<file path="src/design/mtr_pkg.sv">
// Shared types, constants and helper functions of the Mersenne twister generator.
// No dependencies; imported by the controller, datapath and top level.
package mtr_pkg;

    localparam int unsigned TW_N          = 624;
    localparam int unsigned TW_M          = 397;
    localparam int unsigned IDX_W         = 10;
    localparam int unsigned KEY_WORDS_DEF = 16;
    localparam int unsigned RES_W         = 53;

    localparam logic [31:0] TW_MATRIX  = 32'h9908_b0df;
    localparam logic [31:0] TW_UPPER   = 32'h8000_0000;
    localparam logic [31:0] TW_LOWER   = 32'h7fff_ffff;
    localparam logic [31:0] TEMPER_B   = 32'h9d2c_5680;
    localparam logic [31:0] TEMPER_C   = 32'hefc6_0000;
    localparam logic [31:0] SEED_MULT  = 32'd1812433253;
    localparam logic [31:0] KEY_MULT   = 32'd1664525;
    localparam logic [31:0] MIX_MULT   = 32'd1566083941;
    localparam logic [31:0] KEY_SEED   = 32'd19650218;

    localparam logic [IDX_W-1:0] IDX_N    = IDX_W'(TW_N);
    localparam logic [IDX_W-1:0] IDX_M    = IDX_W'(TW_M);
    localparam logic [IDX_W-1:0] IDX_LAST = IDX_W'(TW_N - 1);

    typedef enum logic [2:0] {
        MODE_WORD  = 3'd0,
        MODE_SEED  = 3'd1,
        MODE_KEY   = 3'd2,
        MODE_FRAC  = 3'd3,
        MODE_RANGE = 3'd4
    } mode_t;

    typedef enum logic [4:0] {
        ST_IDLE, ST_DISPATCH,
        ST_S1_INIT, ST_S1_MUL, ST_S1_WR,
        ST_K_INIT, ST_K1_RD, ST_K1_WR, ST_K1_WRAP,
        ST_K2_INIT, ST_K2_RD, ST_K2_WR, ST_K2_WRAP, ST_K_TOP,
        ST_DRAW_CHK, ST_T_RD0, ST_T_CUR, ST_T_NX, ST_T_RDM, ST_T_WR,
        ST_D_RD, ST_D_TMP, ST_M_B, ST_M_A, ST_DONE
    } state_t;

    typedef enum logic [1:0] {ADDR_I, ADDR_I1, ADDR_IM, ADDR_WIDX} rd_addr_t;
    typedef enum logic [2:0] {
        WD_INIT, WD_SEED, WD_KEY, WD_MIX, WD_TWIST, WD_P, WD_TOP
    } wr_data_t;
    typedef enum logic [2:0] {MUL_SEED, MUL_KEY, MUL_MIX, MUL_A, MUL_B} mul_sel_t;
    typedef enum logic [1:0] {I_HOLD, I_ZERO, I_ONE, I_INC} i_op_t;
    typedef enum logic [1:0] {K_HOLD, K_LOAD1, K_LOAD2, K_DEC} k_op_t;
    typedef enum logic [1:0] {J_HOLD, J_ZERO, J_STEP} j_op_t;
    typedef enum logic [2:0] {RES_ZERO, RES_WORD, RES_FRAC, RES_RANGE, RES_LOW} res_sel_t;

    typedef struct packed {
        logic     in_load;
        logic     key_push;
        logic     key_clear;
        logic     key_rd;
        logic     mem_rd;
        rd_addr_t rd_addr;
        logic     mem_wr;
        wr_data_t wr_data;
        logic     wr_zero;
        logic     p_load;
        logic     seed_const;
        mul_sel_t mul_sel;
        logic     prod_load;
        logic     acc_load;
        i_op_t    i_op;
        k_op_t    k_op;
        j_op_t    j_op;
        logic     widx_full_set;
        logic     widx_zero;
        logic     widx_inc;
        logic     cur_load;
        logic     nxt_load;
        logic     cur_shift;
        logic     tmp_first;
        logic     tmp_second;
        logic     out_load;
        res_sel_t res_sel;
    } cmd_t;

    typedef struct packed {
        logic widx_full;
        logic i_last;
        logic k_last;
        logic k_zero;
        logic low_ge_high;
    } status_t;

    function automatic logic [31:0] temper(input logic [31:0] x);
        logic [31:0] y;
        y = x ^ (x >> 11);
        y = y ^ ((y << 7) & TEMPER_B);
        y = y ^ ((y << 15) & TEMPER_C);
        y = y ^ (y >> 18);
        return y;
    endfunction

endpackage

</file>
<file path="src/design/mtr_ctrl.sv">
// Sequencer of the Mersenne twister generator: handshakes and command issue.
// Depends on mtr_pkg.
module mtr_ctrl (
    input  logic             clk,
    input  logic             rst_n,
    input  logic             in_valid,
    output logic             in_ready,
    input  logic [2:0]       mode,
    input  logic             key_last,
    output logic             out_valid,
    input  logic             out_ready,
    input  mtr_pkg::status_t status,
    output mtr_pkg::cmd_t    cmd
);
    import mtr_pkg::*;

    state_t state_reg, state_next;
    mode_t  mode_reg, mode_next;
    logic   last_reg, last_next;
    logic   second_reg, second_next;
    logic   out_valid_reg, out_valid_next;
    logic   accept;
    logic   out_free;

    assign in_ready  = (state_reg == ST_IDLE);
    assign accept    = in_valid && in_ready;
    assign out_valid = out_valid_reg;
    assign out_free  = !out_valid_reg || out_ready;

    always_ff @(posedge clk or negedge rst_n)
    begin
        if (!rst_n)
        begin
            state_reg     <= ST_IDLE;
            mode_reg      <= MODE_WORD;
            last_reg      <= 1'b0;
            second_reg    <= 1'b0;
            out_valid_reg <= 1'b0;
        end
        else
        begin
            state_reg     <= state_next;
            mode_reg      <= mode_next;
            last_reg      <= last_next;
            second_reg    <= second_next;
            out_valid_reg <= out_valid_next;
        end
    end

    // next state
    always_comb
    begin
        state_next     = state_reg;
        mode_next      = mode_reg;
        last_next      = last_reg;
        second_next    = second_reg;
        out_valid_next = out_valid_reg;
        if (out_valid_reg && out_ready)
            out_valid_next = 1'b0;
        case (state_reg)
            ST_IDLE:
            begin
                if (accept)
                begin
                    mode_next   = mode_t'(mode);
                    last_next   = key_last;
                    second_next = 1'b0;
                    state_next  = ST_DISPATCH;
                end
            end
            ST_DISPATCH:
            begin
                case (mode_reg)
                    MODE_WORD, MODE_FRAC: state_next = ST_DRAW_CHK;
                    MODE_RANGE: state_next = status.low_ge_high ? ST_DONE : ST_DRAW_CHK;
                    MODE_SEED:  state_next = ST_S1_INIT;
                    MODE_KEY:   state_next = last_reg ? ST_S1_INIT : ST_DONE;
                    default:    state_next = ST_DONE;
                endcase
            end
            ST_S1_INIT: state_next = ST_S1_MUL;
            ST_S1_MUL:  state_next = ST_S1_WR;
            ST_S1_WR:
            begin
                if (!status.i_last)
                    state_next = ST_S1_MUL;
                else if (mode_reg == MODE_SEED)
                    state_next = ST_DONE;
                else
                    state_next = ST_K_INIT;
            end
            ST_K_INIT: state_next = ST_K1_RD;
            ST_K1_RD:  state_next = ST_K1_WR;
            ST_K1_WR:
            begin
                if (status.i_last)
                    state_next = ST_K1_WRAP;
                else
                    state_next = status.k_last ? ST_K2_INIT : ST_K1_RD;
            end
            ST_K1_WRAP: state_next = status.k_zero ? ST_K2_INIT : ST_K1_RD;
            ST_K2_INIT: state_next = ST_K2_RD;
            ST_K2_RD:   state_next = ST_K2_WR;
            ST_K2_WR:
            begin
                if (status.i_last)
                    state_next = ST_K2_WRAP;
                else
                    state_next = status.k_last ? ST_K_TOP : ST_K2_RD;
            end
            ST_K2_WRAP: state_next = status.k_zero ? ST_K_TOP : ST_K2_RD;
            ST_K_TOP:   state_next = ST_DONE;
            ST_DRAW_CHK: state_next = status.widx_full ? ST_T_RD0 : ST_D_RD;
            ST_T_RD0:  state_next = ST_T_CUR;
            ST_T_CUR:  state_next = ST_T_NX;
            ST_T_NX:   state_next = ST_T_RDM;
            ST_T_RDM:  state_next = ST_T_WR;
            ST_T_WR:   state_next = status.i_last ? ST_D_RD : ST_T_NX;
            ST_D_RD:   state_next = ST_D_TMP;
            ST_D_TMP:
            begin
                if (mode_reg == MODE_WORD)
                    state_next = ST_DONE;
                else if (!second_reg)
                begin
                    second_next = 1'b1;
                    state_next  = ST_DRAW_CHK;
                end
                else
                    state_next = (mode_reg == MODE_RANGE) ? ST_M_B : ST_DONE;
            end
            ST_M_B: state_next = ST_M_A;
            ST_M_A: state_next = ST_DONE;
            ST_DONE:
            begin
                if (out_free)
                begin
                    out_valid_next = 1'b1;
                    state_next     = ST_IDLE;
                end
            end
            default: state_next = ST_IDLE;
        endcase
    end

    // command outputs
    always_comb
    begin
        cmd         = '0;
        cmd.in_load = accept;
        case (state_reg)
            ST_DISPATCH:
                cmd.key_push = (mode_reg == MODE_KEY);
            ST_S1_INIT:
            begin
                cmd.mem_wr        = 1'b1;
                cmd.wr_data       = WD_INIT;
                cmd.wr_zero       = 1'b1;
                cmd.p_load        = 1'b1;
                cmd.seed_const    = (mode_reg != MODE_SEED);
                cmd.i_op          = I_ONE;
                cmd.widx_full_set = 1'b1;
            end
            ST_S1_MUL:
            begin
                cmd.mul_sel   = MUL_SEED;
                cmd.prod_load = 1'b1;
            end
            ST_S1_WR:
            begin
                cmd.mem_wr  = 1'b1;
                cmd.wr_data = WD_SEED;
                cmd.p_load  = 1'b1;
                cmd.i_op    = status.i_last ? I_HOLD : I_INC;
            end
            ST_K_INIT:
            begin
                // mixing starts from word 0, which still holds the key seed
                cmd.wr_data    = WD_INIT;
                cmd.seed_const = 1'b1;
                cmd.p_load     = 1'b1;
                cmd.i_op       = I_ONE;
                cmd.j_op       = J_ZERO;
                cmd.k_op       = K_LOAD1;
            end
            ST_K1_RD:
            begin
                cmd.mem_rd    = 1'b1;
                cmd.rd_addr   = ADDR_I;
                cmd.key_rd    = 1'b1;
                cmd.mul_sel   = MUL_KEY;
                cmd.prod_load = 1'b1;
            end
            ST_K1_WR:
            begin
                cmd.mem_wr  = 1'b1;
                cmd.wr_data = WD_KEY;
                cmd.p_load  = 1'b1;
                cmd.k_op    = K_DEC;
                cmd.j_op    = J_STEP;
                cmd.i_op    = status.i_last ? I_HOLD : I_INC;
            end
            ST_K1_WRAP, ST_K2_WRAP:
            begin
                cmd.mem_wr  = 1'b1;
                cmd.wr_data = WD_P;
                cmd.wr_zero = 1'b1;
                cmd.i_op    = I_ONE;
            end
            ST_K2_INIT:
                cmd.k_op = K_LOAD2;
            ST_K2_RD:
            begin
                cmd.mem_rd    = 1'b1;
                cmd.rd_addr   = ADDR_I;
                cmd.mul_sel   = MUL_MIX;
                cmd.prod_load = 1'b1;
            end
            ST_K2_WR:
            begin
                cmd.mem_wr  = 1'b1;
                cmd.wr_data = WD_MIX;
                cmd.p_load  = 1'b1;
                cmd.k_op    = K_DEC;
                cmd.i_op    = status.i_last ? I_HOLD : I_INC;
            end
            ST_K_TOP:
            begin
                cmd.mem_wr    = 1'b1;
                cmd.wr_data   = WD_TOP;
                cmd.wr_zero   = 1'b1;
                cmd.key_clear = 1'b1;
            end
            ST_DRAW_CHK:
                cmd.i_op = I_ZERO;
            ST_T_RD0:
            begin
                cmd.mem_rd  = 1'b1;
                cmd.rd_addr = ADDR_I;
            end
            ST_T_CUR:
                cmd.cur_load = 1'b1;
            ST_T_NX:
            begin
                cmd.mem_rd  = 1'b1;
                cmd.rd_addr = ADDR_I1;
            end
            ST_T_RDM:
            begin
                cmd.nxt_load = 1'b1;
                cmd.mem_rd   = 1'b1;
                cmd.rd_addr  = ADDR_IM;
            end
            ST_T_WR:
            begin
                cmd.mem_wr    = 1'b1;
                cmd.wr_data   = WD_TWIST;
                cmd.cur_shift = 1'b1;
                cmd.widx_zero = status.i_last;
                cmd.i_op      = status.i_last ? I_HOLD : I_INC;
            end
            ST_D_RD:
            begin
                cmd.mem_rd  = 1'b1;
                cmd.rd_addr = ADDR_WIDX;
            end
            ST_D_TMP:
            begin
                cmd.widx_inc   = 1'b1;
                cmd.tmp_first  = !second_reg;
                cmd.tmp_second = second_reg;
            end
            ST_M_B:
            begin
                cmd.mul_sel   = MUL_B;
                cmd.prod_load = 1'b1;
            end
            ST_M_A:
            begin
                cmd.mul_sel  = MUL_A;
                cmd.acc_load = 1'b1;
            end
            ST_DONE:
            begin
                cmd.out_load = out_free;
                case (mode_reg)
                    MODE_WORD:  cmd.res_sel = RES_WORD;
                    MODE_FRAC:  cmd.res_sel = RES_FRAC;
                    MODE_RANGE: cmd.res_sel = status.low_ge_high ? RES_LOW : RES_RANGE;
                    default:    cmd.res_sel = RES_ZERO;
                endcase
            end
            default: ;
        endcase
    end

endmodule

</file>
<file path="config.mk">
export PLATFORM = sky130hd
export DESIGN_NAME = mtr_ctrl
export DESIGN_NICKNAME = d
export VERILOG_FILES = /design/src/design/mtr_pkg.sv /design/src/design/mtr_ctrl.sv
export SDC_FILE = /design/constraint.sdc
export NUM_CORES = 1
export LEC_CHECK = 0
export BUFFER_PORTS_ARGS = -buffer_cell sky130_fd_sc_hd__buf_2
export CAP_MARGIN = 0
export CORE_ASPECT_RATIO = 0.8
export CORE_UTILIZATION = 55
export CTS_CLUSTER_DIAMETER = 150
export DETAILED_ROUTE_END_ITERATION = 7
export PLACE_DENSITY_LB_ADDON = 0.25
export SKIP_LAST_GASP = 1
export SYNTH_ARGS = -nofsm -noshare
export SYNTH_HDL_FRONTEND = slang
export SYNTH_SLANG_ARGS = --single-unit
</file>
<file path="constraint.sdc">
create_clock -name clk -period 3.4 [get_ports clk]
set_input_delay 0 -clock clk [delete_from_list [all_inputs] [get_ports clk]]
set_output_delay 0 -clock clk [all_outputs]
set_load 0.005 [all_outputs]
</file>
==> metrics, run 1 <==
drt drc=0; Yosys Warn Count=0; Die Y=approximately 50 um; power consumption=0.00170 W; Post-synth EDFFs=0; Startpoint Class=register; grt ovf=0; syn_area_per_cell=around 7.2 um^2; post-DP HPWL=roughly 3200 um; Peak VDD IR=roughly 0.0006 V; CP Data Required Time=~3.4 ns; Cell Pwr Density=~940 mW/mm^2; Post-DRT Antenna Nets=0; CTS Buffer Depth=2; global-route wire length before repair=6890 um; Vias=around 1800; time the worst path needs with I/O delays and setup=~2.3 ns; Worst path slowest cell=dfrtp_1; largest family of logic cells by synthesized area=simple AND/OR/NAND/NOR gates; pin count of the biggest net entering global routing=32; Fin Clk Skew=0.00278 ns; XOR/XNOR Fraction of Synth Area=0.0224; Port Buffer Count=roughly 50; setup slack after layout=~1.1 ns; initial DRC count=approximately 160; Final Cycle Share=0.665; vias in the first global route=between 1000 and 1500; num ports=between 50 and 60; drt pass-1 iters=5; synth cell count leaders=nor2_1, nand2b_1, nor3_1; leading area contributor after synthesis=dfrtp_1; Fillers=around 240; sequential fraction of the synthesis area=0.176; simple logic cell fraction of the synthesized area=0.376; Syn-to-layout area delta=16.4%; Adder-Cell Fraction of Synth Area=0; share of cells above drive strength 1=0.267; largest cells by area after synthesis=dfrtp_1, nor2_1, nand2b_1; chip width=roughly 62 um; total CTS buffers=3; Mapped Cells=218; status=complete, no violations; Tot GR Track Use=0.297; routed len/inst=~15 um; Layout Utilization=0.711; final hold vios=0; post-synthesis compound-gate area fraction=0.276; Rel. slew slack=0.427; clk slew on worst S/H paths=roughly 0.070 ns; cell area after synthesis=between 0.0015 and 0.002 mm^2; Post-CTS Setup Repair Bufs=0; critical path peak fanout=31; mux contribution to synthesized area=0.0488; nets@finish=roughly 270; gpl congestion=0.928; FMAX=around 440 MHz; most frequent cell after synthesis=nor2_1; initial antenna violation count=0; Post-synth top flop=dfrtp_1; TritonCTS clock tree=done; Resize count post-CTS=0; Initial Util=0.611; H-tree depth=1; Max Cap Viol=0; CP endpoint kind=primary output; class of the worst hold path=primary input to register; Root Driver=clkbuf_4; Static Leak=0.807 nW; Sink Count=11; Rows=16; Setup-failing EPs final=0; RSZ-0062 raised after global routing=no; DP Worst Slack=around 1.2 ns; Core Area=about 0.0026 mm^2; Max stage delay on crit path=roughly 0.70 ns; Post-Syn Nets=about 230; Clock Latency Late Sink=~0.27 ns; max reg flops=5; Slew Viols, Final=0; Slew @ Worst Pin=approximately 0.86 ns; Diodes inserted=0; CP Class=register to primary output; worst-path cell chain=or3_1 -> or2_2 -> nor4b_2 -> buf_2; routed wire length=roughly 4400 um; crit path DAT=2.26 ns; Setup TNS Final=0 ns; Yosys top cell area share=0.176; Yosys cell types=59; Via density=about 6.2; asr flop ratio synth=1.00; #FFs+latches synth=11; die area=between 0.003 and 0.004 mm^2
[path summary, 6_finish.rpt]
path                               from           end  slack, ns  depth (start not counted)
min in group asynchronous         rst_n   mode_reg[2]       0.12                          2
max reg2reg                state_reg[4]  state_reg[4]       1.15                          4
min                           out_ready     out_valid       0.03                          3
min reg2reg                   out_valid     out_valid       0.54                          2
max                        state_reg[4]       cmd[35]       1.14                          4
max in group asynchronous         rst_n   mode_reg[0]       3.07                          2
[where the power goes]
group / switching, W / internal [W] / total, W
clock: 0.0000452 / 0.0000455 / 0.0000907
sequential: 0.000261 / 0.000190 / 0.000451
combinational: 0.000618 / 0.000545 / 0.00116
total: 0.000924 / 0.000781 / 0.00170
[layer usage]
layer | vias to the layer above | share of wire | wire length, um | GRT usage
met5 | - | 0 | 0 | 0
met3 | 6 | 0.13 | 561 | 0.118
met4 | 0 | 0.0091 | 40 | 0.0630
met2 | 122 | 0.42 | 1850 | 0.382
met1 | 798 | 0.44 | 1920 | 0.456
li1 | 885 | - | - | -
[through the flow]
step	instance area [um^2]	hold WS [ns]	instances
after global routing	1820	0.0711	291
after floorplan	1570	-0.296	218
after global placement	1750	-0.112	282
after detailed placement	1750	-0.110	282
after CTS	1820	0.0306	291
final	1820	0.0289	291
[cells by family after synthesis]
kind of cell / count (synthesis)
multiplexers: 7
buffers and inverters: 30
AO/OA/AOI/OAI: 59
XOR/XNOR: 4
flip-flops: 11
AND/OR/NAND/NOR: 107
[timing repair]
| item | 4_1_cts | 5_1_grt |
|---|---|---|
| hold buffers | 5 | 0 |
| endpoints found under the setup margin | 0 | 0 |
| endpoints found under the hold margin | 15 | 0 |
[critical path: cells and delay by family (launching register included)]
kind	cells	cell delay (ns)
AND/OR/NAND/NOR	3	1.14
flip-flops	1	0.70
buffers and inverters	1	0.15
[final cells by class]
| class | instances | area [um^2] | share of cell area |
|---|---|---|---|
| Tap cell | 36 | 45.0 | 0.0247 |
| Sequential cell | 11 | 275 | 0.151 |
| Inverter | 4 | 15.0 | 0.00824 |
| Multi-Input combinational cell | 177 | 1130 | 0.622 |
| Clock buffer | 4 | 26.3 | 0.0144 |
| Timing Repair Buffer | 59 | 328 | 0.180 |
[placed cells by master, fill, tap and decap left out, types with 5 or more instances in the layout]
cell type and n:
a21oi_1 6, buf_2 51, dfrtp_1 11, dlygate4sd3_1 5, mux2_2 5, nand2_1 10
nand2b_1 15, nand3_1 6, nand3b_1 6, nor2_1 27, nor2b_1 6, nor3_1 13
o21ai_0 9, o32ai_1 5
(Power assumes the default switching activity.)
==> run 2: changes to the inputs <==
- ABC_AREA: default -> 1
- CORE_UTILIZATION: 55 -> 49
- clock period: 3.4 -> 2.1 ns (I/O delays scaled with it)
==> run 2 against run 1 <==
Against the previous run: hold slack improved by 0.031 ns; critical path depth rose by 4; sequential share of layout area rose by 0.75 points; critical path type unchanged; via count fell by 5.3%; final area fell by 4.7%; highest routed layer unchanged; clock skew rose by 0.0039 ns.
==> metrics, run 2 <==
Fin Clk Skew=0.00665 ns (was 0.00278 ns); drt drc=0 (unchanged); Setup-failing EPs final=0 (unchanged); final hold vios=0 (unchanged); Syn-to-layout area delta=27.5% (was 16.4%); reg2reg end=state_reg[4] (unchanged); Post-Syn Nets=249 (was 231); most frequent cells in the layout=nand2_1, buf_2, nand3_1 (was buf_2, nor2_1, nand2b_1); TritonCTS clock tree=done (unchanged); sink of the worst hold path=state_reg[0] (was out_valid); grt ovf=0 (unchanged); drt pass-1 iters=4 (was 5); Reg-to-Reg Start=state_reg[0] (was state_reg[4]); largest cells by area after synthesis=dfrtp_1, nand2_1, nand3_1 (was dfrtp_1, nor2_1, nand2b_1); sequential fraction of the synthesis area=0.202 (was 0.176); leading area contributor after synthesis=dfrtp_1 (unchanged); Slew @ Worst Pin=0.372 ns (was 0.860 ns); die area=0.00299 mm^2 (was 0.00306 mm^2); Rows=16 (unchanged); Mapped Cells=236 (was 218); Clock Latency Late Sink=0.27 ns (about the same); Diodes inserted=0 (unchanged); initial antenna violation count=0 (unchanged); asr flop ratio synth=1.00 (unchanged); Resize count post-CTS=0 (unchanged); global-route wire length before repair=6920 um (was 6890 um); CTS Buffer Depth=2 (unchanged); Slew Viols, Final=0 (unchanged); Startpoint Class=register (unchanged); Root Driver=clkbuf_4 (unchanged); total CTS buffers=3 (unchanged); routed wire length=4190 um (was 4380 um); Max Cap Viol=0 (unchanged); time the worst path needs with I/O delays and setup=1.78 ns; Via density=5.18 (was 6.22); R2R setup slack=0.53 ns (was 1.15 ns); synth cell count leaders=nand2_1, nand3_1, nor2_1 (was nor2_1, nand2b_1, nor3_1); Core Area=0.00254 mm^2 (was 0.00256 mm^2); Yosys Warn Count=0 (unchanged); RSZ-0062 raised after global routing=no (unchanged); Vias=1715 (was 1811); Peak VDD IR=0.000707 V (was 0.000603 V); gpl congestion=1.03 (was 0.928); H-tree depth=1 (unchanged); CP endpoint kind=primary output (unchanged); CP Data Required Time=2.10 ns (was 3.40 ns); Cell Pwr Density=1200 mW/mm^2 (was 936 mW/mm^2); Initial Util=0.535 (was 0.611); WHS Path Cells=4 (was 3); max reg flops=5 (unchanged); #FFs+latches synth=11 (unchanged); vias in the first global route=1509 (was 1460); Static Leak=1.17 nW (was 0.807 nW); most frequent cell after synthesis=nand2_1 (was nor2_1); Post-DRT Antenna Nets=0 (unchanged); Final Cycle Share=0.848; chip width=60.9 um (was 61.6 um); Rel. slew slack=0.750 (was 0.427); Yosys top cell area share=0.202 (was 0.176); hold buffers post-CTS=6 (was 5); Fillers=256 (was 237); cell area after synthesis=0.00136 mm^2 (was 0.00157 mm^2); status=complete, no violations (unchanged); Post-synth EDFFs=0 (unchanged); syn_area_per_cell=5.77 um^2 (was 7.18 um^2); Setup TNS Final=0 ns (unchanged); routed len/inst=12.7 um (was 15.1 um); Port Buffer Count=51 (unchanged); Tot GR Track Use=0.311 (was 0.297); Yosys cell types=24 (was 59); Post-synth top flop=dfrtp_1 (unchanged); CP Class=register to primary output (unchanged); commonest non-fill, non-tap cell in the layout=nand2_1 (was buf_2); post-DP HPWL=3420 um (was 3190 um); Die Y=49.1 um (was 49.7 um); final hold slack=0.0603 ns (was 0.0289 ns); initial DRC count=166 (was 164); num ports=52 (unchanged); Worst Hold Launch=in_valid (was out_ready); number of cells on the worst reg-to-reg path=8 (was 4); Post-CTS Setup Repair Bufs=0 (unchanged); crit path DAT=1.78 ns (was 2.26 ns); critical path peak fanout=7 (was 31); Sink Count=11 (unchanged); pin count of the biggest net entering global routing=12 (was 32); FMAX=between 500 and 600 MHz; nets@finish=309 (was 269); class of the worst hold path=primary input to register (unchanged); share of cells above drive strength 1=0.319 (was 0.267); clk slew on worst S/H paths=0.07 ns (about the same)
-- run 2: per-layer routing --
metal / global-route usage / routed length [um]
met5: 0 / 0
met4: 0.0530 / 29
met3: 0.0716 / 484
met2: 0.432 / 1700
met1: 0.488 / 1980
-- run 2: power by group --
part           switching (W)  total [W]  internal (W)
Combinational       0.000947    0.00148      0.000531
Clock              0.0000725   0.000146     0.0000736
Sequential          0.000153   0.000462      0.000309
-- run 2: layout make-up --
type / count / area (um^2) / area share
Multi-Input combinational cell: 179 / 902 / 0.520
Tap cell: 36 / 45.0 / 0.0260
Timing Repair Buffer: 58 / 323 / 0.186
Inverter: 43 / 164 / 0.0944
Clock buffer: 4 / 26.3 / 0.0151
Sequential cell: 11 / 275 / 0.159
-- run 2: worst max path at each step --
stage,startpoint,end,slack (ns)
after floorplan,state_reg[0],state_reg[4],0.79
final,state_reg[1],cmd[16],0.32
after detailed placement,state_reg[0],state_reg[4],0.61
after global placement,state_reg[0],state_reg[4],0.59
after CTS,state_reg[1],cmd[29],0.32
after global routing,state_reg[1],cmd[26],0.20
-- run 2: logic make-up (layout without fill, tap and decap cells) --
family | Yosys count | count (layout) | share of synthesized area
AOI/OAI and AO/OA | 16 | 16 | 0.0699
buffers and inverters | 46 | 105 | 0.135
DFF | 11 | 11 | 0.202
and+or+nand+nor | 163 | 163 | 0.593
-- run 2: per-stage QoR --
step,power (W),setup slack [ns],instance area [um^2],std cells,util
floorplan,0.00146,0.792,1360,236,-
global placement,0.00191,0.586,1650,321,0.649
detailed placement,0.00191,0.610,1650,321,0.649
CTS,0.00206,0.324,1740,331,0.683
global route,0.00229,0.198,1740,331,0.683
finish,0.00209,0.318,1740,331,0.683
-- run 2: worst max-delay path: stages (launching register included) --
cell     delay (ns)
dfrtp_1        0.50
nor2_4         0.26
inv_4          0.08
nor2_2         0.21
inv_1          0.12
nand2_2        0.09
o21ai_2        0.07
o21ai_2        0.06
buf_2          0.13
==> run 3: changes to the inputs <==
- ABC_AREA: 1 -> 0
- CORE_UTILIZATION: 49 -> 46
- clock period: 2.1 -> 1.55 ns (I/O delays scaled with it)
==> run 3 against run 2 <==
Against the previous run: the flow now finishes with violations (negative setup slack); clock power rose by 110%; core utilization rose by 22 points; final area rose by 63%; die area rose by 22%; global-route usage rose by 6.1 points; via count rose by 47%; register-to-register slack got worse by 0.76 ns; sequential cell count did not move; cell count rose by 12%; sequential power rose by 53%; clock skew rose by 0.0030 ns; hold slack got worse by 0.057 ns; critical path type unchanged.
==> metrics, run 3 (synthesis results as in run 1) <==
status=complete, but fails checks (was complete, no violations); failing checks=negative setup slack; Cell Pwr Density=2360 mW/mm^2 (was 1200 mW/mm^2); Core Area=0.00315 mm^2 (was 0.00254 mm^2); RSZ-0062 raised after global routing=yes (was no); TritonCTS clock tree=done (unchanged); total CTS buffers=3 (unchanged); nets@finish=345 (was 309); class of the worst hold path=primary input to register (unchanged); Startpoint Class=register (unchanged); Slew @ Worst Pin=0.534 ns (was 0.372 ns); Slew Viols, Final=0 (unchanged); vias in the first global route=1974 (was 1509); Max Cap Viol=0 (unchanged); critical path peak fanout=7 (unchanged); Root Driver=clkbuf_8 (was clkbuf_4); commonest non-fill, non-tap cell in the layout=buf_4 (was nand2_1); global-route wire length before repair=9950 um (was 6920 um); routed wire length=8120 um (was 4190 um); CP Data Required Time=1.55 ns (was 2.10 ns); power consumption=0.00669 W (was 0.00209 W); CTS Buffer Depth=2 (unchanged); routed len/inst=21.9 um (was 12.7 um); CP Class=register to primary output (unchanged); die area=0.00364 mm^2 (was 0.00299 mm^2); max reg flops=5 (unchanged); drt pass-1 iters=6 (was 4); Setup-failing EPs final=41 (was 0); share of cells above drive strength 1=0.583 (was 0.319); crit path DAT=1.79 ns (was 1.78 ns); Vias=2521 (was 1715); Sink Count=11 (unchanged); placed cell area=0.00221 mm^2 (was 0.00165 mm^2); gpl congestion=0.998 (was 1.03); num ports=52 (unchanged); Rel. slew slack=0.641 (was 0.750); Peak VDD IR=0.00137 V (was 0.000707 V); initial antenna violation count=0 (unchanged); post-DP HPWL=4350 um (was 3420 um); pin count of the biggest net entering global routing=19 (was 12); Fin Clk Skew=0.00966 ns (was 0.00665 ns); H-tree depth=1 (unchanged); time the worst path needs with I/O delays and setup=about 1.8 ns; Tot GR Track Use=0.372 (was 0.311); Port Buffer Count=51 (unchanged); Initial Util=0.496 (was 0.535); clk slew on worst S/H paths=0.05 ns (was 0.07 ns); CP endpoint kind=primary output (unchanged); most frequent cells in the layout=buf_4, buf_2, nor2_1 (was nand2_1, buf_2, nand3_1); setup slack after layout=-0.239 ns (was 0.318 ns); Setup TNS Final=-4.70 ns (was 0 ns); grt ovf=0 (unchanged); initial DRC count=422 (was 166); chip width=67.2 um (was 60.9 um); Rows=18 (was 16); final hold vios=0 (unchanged); Die Y=54.2 um (was 49.1 um); Final Cycle Share=1.15; FMAX=559 MHz; Post-DRT Antenna Nets=0 (unchanged); Via density=6.80 (was 5.18); Static Leak=1.31 nW (was 1.17 nW); Diodes inserted=0 (unchanged); drt drc=0 (unchanged); Clock Latency Late Sink=0.25 ns (was 0.27 ns); design area=0.00284 mm^2 (was 0.00174 mm^2); final hold slack=0.00307 ns (was 0.0603 ns); Syn-to-layout area delta=81.1% (was 27.5%)
[run 3: final cells by class]
cell class                 instances  area (um^2)
multi-input combinational        177         1420
fill                             135          318
clock buffer                       4         45.0
inverter                           4         17.5
timing repair buffer             135         1020
tap                               40         50.0
sequential                        11          282
[run 3: worst paths after layout]
path                                    from           end  slack (ns)  cells after the start
worst max-delay path            state_reg[2]       cmd[20]       -0.24                      5
worst min-delay path                 mode[2]   mode_reg[2]       0.003                      2
worst max register to register  state_reg[3]  state_reg[4]       -0.23                      5
worst min register to register      last_reg      last_reg        0.55                      1
max in group asynchronous              rst_n   mode_reg[0]        1.05                      2
min in group asynchronous              rst_n    second_reg        0.23                      2
[run 3: what timing repair did]
action | CTS | global route
endpoints found under the setup margin | 45 | 43
pin swaps | 15 | 13
hold endpoints to repair | 13 | 1
setup buffers | 13 | 5
hold buffers | 3 | 1
gates cloned | 2 | 0
resized for setup | 43 | 45
[run 3: metrics by stage]
step,util,setup WS [ns],std cells
floorplan,-,-0.00292,218
global placement,0.701,-0.116,344
detailed placement,0.701,-0.168,344
CTS,0.827,-0.174,365
global route,0.899,-0.287,371
finish,0.899,-0.239,371
[run 3: critical path, cell delays in order, from the launching register on]
cell     delay [ns]
dfrtp_2        0.45
buf_4          0.18
or3b_1         0.44
buf_4          0.18
o22ai_1        0.17
buf_2          0.14
[run 3: where the power goes]
| group | switching, W | internal (W) | leakage, nW |
|---|---|---|---|
| Sequential | 0.000267 | 0.000440 | 0.131 |
| Clock | 0.000125 | 0.000181 | 0.0228 |
| Combinational | 0.00288 | 0.00279 | 1.15 |
| Total | 0.00327 | 0.00342 | 1.31 |
[run 3: routing by layer]
metal,part of all wire,global-route usage,vias up
met5,0,0,-
met3,0.14,0.0932,84
li1,-,-,1031
met4,0.066,0.106,0
met1,0.38,0.516,1154
met2,0.41,0.567,252
